File: config.mk
export PLATFORM = sky130hd
export DESIGN_NAME = idsu_delay
export DESIGN_NICKNAME = d
export VERILOG_FILES = /design/src/idsu_delay.sv
export SDC_FILE = /design/constraint.sdc
export NUM_CORES = 1
export LEC_CHECK = 0
export BUFFER_PORTS_ARGS = -buffer_cell sky130_fd_sc_hd__buf_4
export CORE_MARGIN = 2
export CORE_UTILIZATION = 35
export CTS_BUF_LIST = sky130_fd_sc_hd__clkbuf_8
export DETAILED_ROUTE_END_ITERATION = 10
export PLACE_DENSITY = 0.67
export SLEW_MARGIN = 20
export SYNTH_ARGS = -nofsm -noshare
export SYNTH_HDL_FRONTEND = slang
export SYNTH_SLANG_ARGS = --single-unit
File: constraint.sdc
create_clock -name clk_i -period 0.8 [get_ports clk_i]
set_clock_uncertainty 0.15 [all_clocks]
set_input_delay 0.08 -clock clk_i [delete_from_list [all_inputs] [get_ports clk_i]]
set_output_delay 0.08 -clock clk_i [all_outputs]
set_load 0.05 [all_outputs]
File: src/idsu_delay.sv
// Fixed-length register delay line for payload carried alongside the arithmetic units.
module idsu_delay #(
  parameter int unsigned WIDTH = 48,
  parameter int unsigned DEPTH = 4
) (
  input  logic             clk_i,
  input  logic [WIDTH-1:0] data_i,
  output logic [WIDTH-1:0] data_o
);

  logic [WIDTH-1:0] line_q [DEPTH];

  always_ff @(posedge clk_i) begin
    line_q[0] <= data_i;
    for (int unsigned k = 1; k < DEPTH; k++) begin
      line_q[k] <= line_q[k-1];
    end
  end

  assign data_o = line_q[DEPTH-1];

endmodule

; Word-level counts from Yosys, hierarchy flattened
; Memories as Yosys holds them, arrays and structs flattened.
; Cells that the tools add are included.
[totals]
elab_cells = 1
output_inout_bits = 48
ramBits = 192
regBits = 0
n_memories = 1
[mem_list]
columns = name, words, width, read_ports, rd_clocked_by_memory_dff, wr, line_no
row1 = line_q, 4, 48, 4, 0, 4, 11  ; logic [WIDTH-1:0] line_q [DEPTH];

; Longest topological paths before layout
[depth]
word_depth = 0
mapped_depth = 0
depth_no_buf = 0

; Least setup slack after synthesis
; Ideal clock, no wire load.
[synth_timing]
path_type = reg-to-output
startpoint = memory line_q[3][0]
endpoint = output data_o[0]
path_slack_ns = -0.017
path_buffers = 0
required_time_ns = 0.570
arrival_time_ns = 0.587
stages_incl_launch_ff = 1
cell_sequence = dfxtp_1
[synth_lines]
columns = item, line_no
row1 = from (decl), 11
row2 = to (decl), 8  ; output logic [WIDTH-1:0] data_o

==> impl_metrics.py <==
metrics = {
    "timing": {
        "max_slew.worst_pin.slew_ns": 0.176,
        "hold_ws_ns": 0.141,
        "timing.final.max_slew_violations": 0,
        "relSlewSlack_pct": 88.3,
        "setup_viol": 48,
        "hold_viol": 0,
        "max_freq_ghz": 0.862,
        "period_needed_ns": 1.16,
        "setup_slack_ns": -0.359,
        "finalCritPeriodShare_pct": 145,
        "rsz0062_at_grt": "true",
    },
    "grt": {
        "grt_use_total_pct": 9.73,
        "overflow": 0,
        "antenna_found_initial": 0,
        "grt_pass1_vias": 1832,
        "grt_pass1_wl_um": 8140,
        "grt_start_max_net_pins": 19,
    },
    "layout": {
        "syn2layout_area_growth_pct": 55.8,
        "reg_top3": "line_q: 192 flops",
        "drive_gt1_share_pct": 47.6,
        "largest_reg_flops": 192,
        "nets": 404,
        "multi_input_comb_area_sq_um": 0,
        "multi_input_cells": 0,
        "most-common-layout-cells": "dfxtp_1, dlygate4sd3_1, buf_4, dfxtp_2, buf_8",
        "diodes": 0,
        "fill_cells": 836,
        "top_register": "line_q",
        "regArea_sq_um": 3900,
        "final_common_cell": "dfxtp_1",
    },
    "status": {
        "status": "complete, but fails checks",
        "violations": "setup timing",
    },
    "synth": {
        "avgSynthCellArea_sq_um": 20.0,
        "synth_largest_area_cell": "dfxtp_1",
        "ys_warn_count": 0,
        "synth_cell_types": 1,
        "ys_ff_latch": 192,
        "synth_seq_area_share_pct": 100,
        "synth_area_sq_um": 3840,
        "postSynthCellCount": 192,
        "synth_nets": 241,
        "synth_area_leaders": "dfxtp_1",
        "synth.top_cell.area_share_pct": 100,
    },
    "floorplanning": {
        "core_area_sq_um": 10800,
        "die_h_um": 109,
        "die_width_um": 109,
        "core.rowCount": 38,
        "initial_core_util_pct": 35.6,
        "io-pin-count": 97,
        "dieArea_sq_um": 11800,
    },
    "setup_path": {
        "crit_path_top_delay_cell": "dfxtp_2",
        "critPathRequiredTime_ns": 0.57,
        "crit_arrival_ns": 0.93,
        "start_kind": "flip-flop",
        "endpoint_kind": "primary output",
        "critPathKind": "reg -> out",
        "max_stage_delay_ns": 0.36,
        "crit_path_max_fanout": 1,
        "cp.buffers_inverters": 1,
        "crit_chain": "buf_8",
        "path_delay_family": "flip-flops",
    },
    "clocking": {
        "clk_pin_slew_ns": 0.10,
        "clkLatencyLatePin_ns": 0.43,
        "post_cts_buffers": 0,
        "cts_buffer_depth": 2,
        "cts_sinks": 192,
        "ctsRootBufferMaster": "clkbuf_8",
        "cts_max_level": 4,
        "cts_made_buffers": 17,
        "cts_tree": "done",
    },
    "route": {
        "vias": 1781,
        "drt-vias-per-instance": 3.51,
        "dr.pass1.iters": 2,
        "routedWlPerCell_um": 10.3,
        "wirelength_um": 5250,
        "detail-route-antenna-nets": 0,
        "drc": 0,
        "drt_iter0_markers": 45,
    },
    "power_and_ir_drop": {
        "seq_power_share_pct": 59.9,
        "power_uw": 17100,
        "leakage_uw": 0.00259,
        "powerDensity_nw_per_um2": 2860,
        "pwr-share-clk_pct": 33.2,
        "swShare_pct": 23.6,
        "p_switching_uw": 4040,
        "vdd_drop_max_uv": 1230,
        "comb_power_share_pct": 7.0,
        "internal_power_uw": 13100,
    },
    "placed_design": {
        "dp_hpwl_um": 3060,
        "io_buffer_count": 96,
        "routabilityCongestion": 0.593,
    },
    "worst_hold_path": {
        "hold_path.class": "in -> reg",
    },
    "job": {
        "drv_cap": 0,
    },
}
[Yosys cell counts]
library cell and instances:
dfxtp_1 192
[what timing repair did]
action / in CTS / in global routing
endpoints found under the setup margin: 48 / 48
hold buffers: 48 / 0
resized for setup: 68 / 22
endpoints found under the hold margin: 48 / 0
[stage by stage]
step | area (sq um) | cells | TNS [ns] | setup slack (ns) | util, %
floorplan | 3900 | 192 | 0 | 0.116 | -
global placement | 4800 | 428 | 0 | 0.0846 | 44.5
detailed placement | 4800 | 428 | 0 | 0.0698 | 44.5
CTS | 5910 | 508 | -18.46 | -0.404 | 54.7
global route | 5990 | 508 | -19.31 | -0.425 | 55.5
finish | 5990 | 508 | -16.18 | -0.359 | 55.5
[cell type report]
cell class            count  area share (%)
Sequential cell         192            65.2
Timing Repair Buffer    144            25.7
Tap cell                140            2.92
Clock inverter           14            2.07
Clock buffer             18            4.14
[per-layer routing]
metal,share of wire (%),GRT usage [%],routed length (um),up-vias
met4,1.5,6.04,80,0
met5,0,0,0,-
li1,-,-,-,922
met2,53,15.6,2760,62
met3,7.1,5.38,371,7
met1,39,9.82,2030,790
[logic make-up after synthesis]
family      after synthesis  synth area share (%)
flip-flops              192                   100
[power by group through the flow]
stage	sequential [uW]	combinational [uW]	clock, uW
final	10200	1190	5680
after global routing	10300	1240	6380
after CTS	10200	1150	5930
after detailed placement	10400	836	0
after global placement	10400	832	0
after floorplan	10900	0	0
[worst paths after layout]
kind / from / endpoint / slack (ns) / cells after the start
min: data_i[37] / line_q[0][37]$_DFF_P_ / 0.14 / 2
max: line_q[3][42]$_DFF_P_ / data_o[42] / -0.36 / 1
max reg2reg: line_q[2][39]$_DFF_P_ / line_q[3][39]$_DFF_P_ / 0.23 / 0
min reg2reg: line_q[2][26]$_DFF_P_ / line_q[3][26]$_DFF_P_ / 0.17 / 0
(Power assumes the default switching activity.)
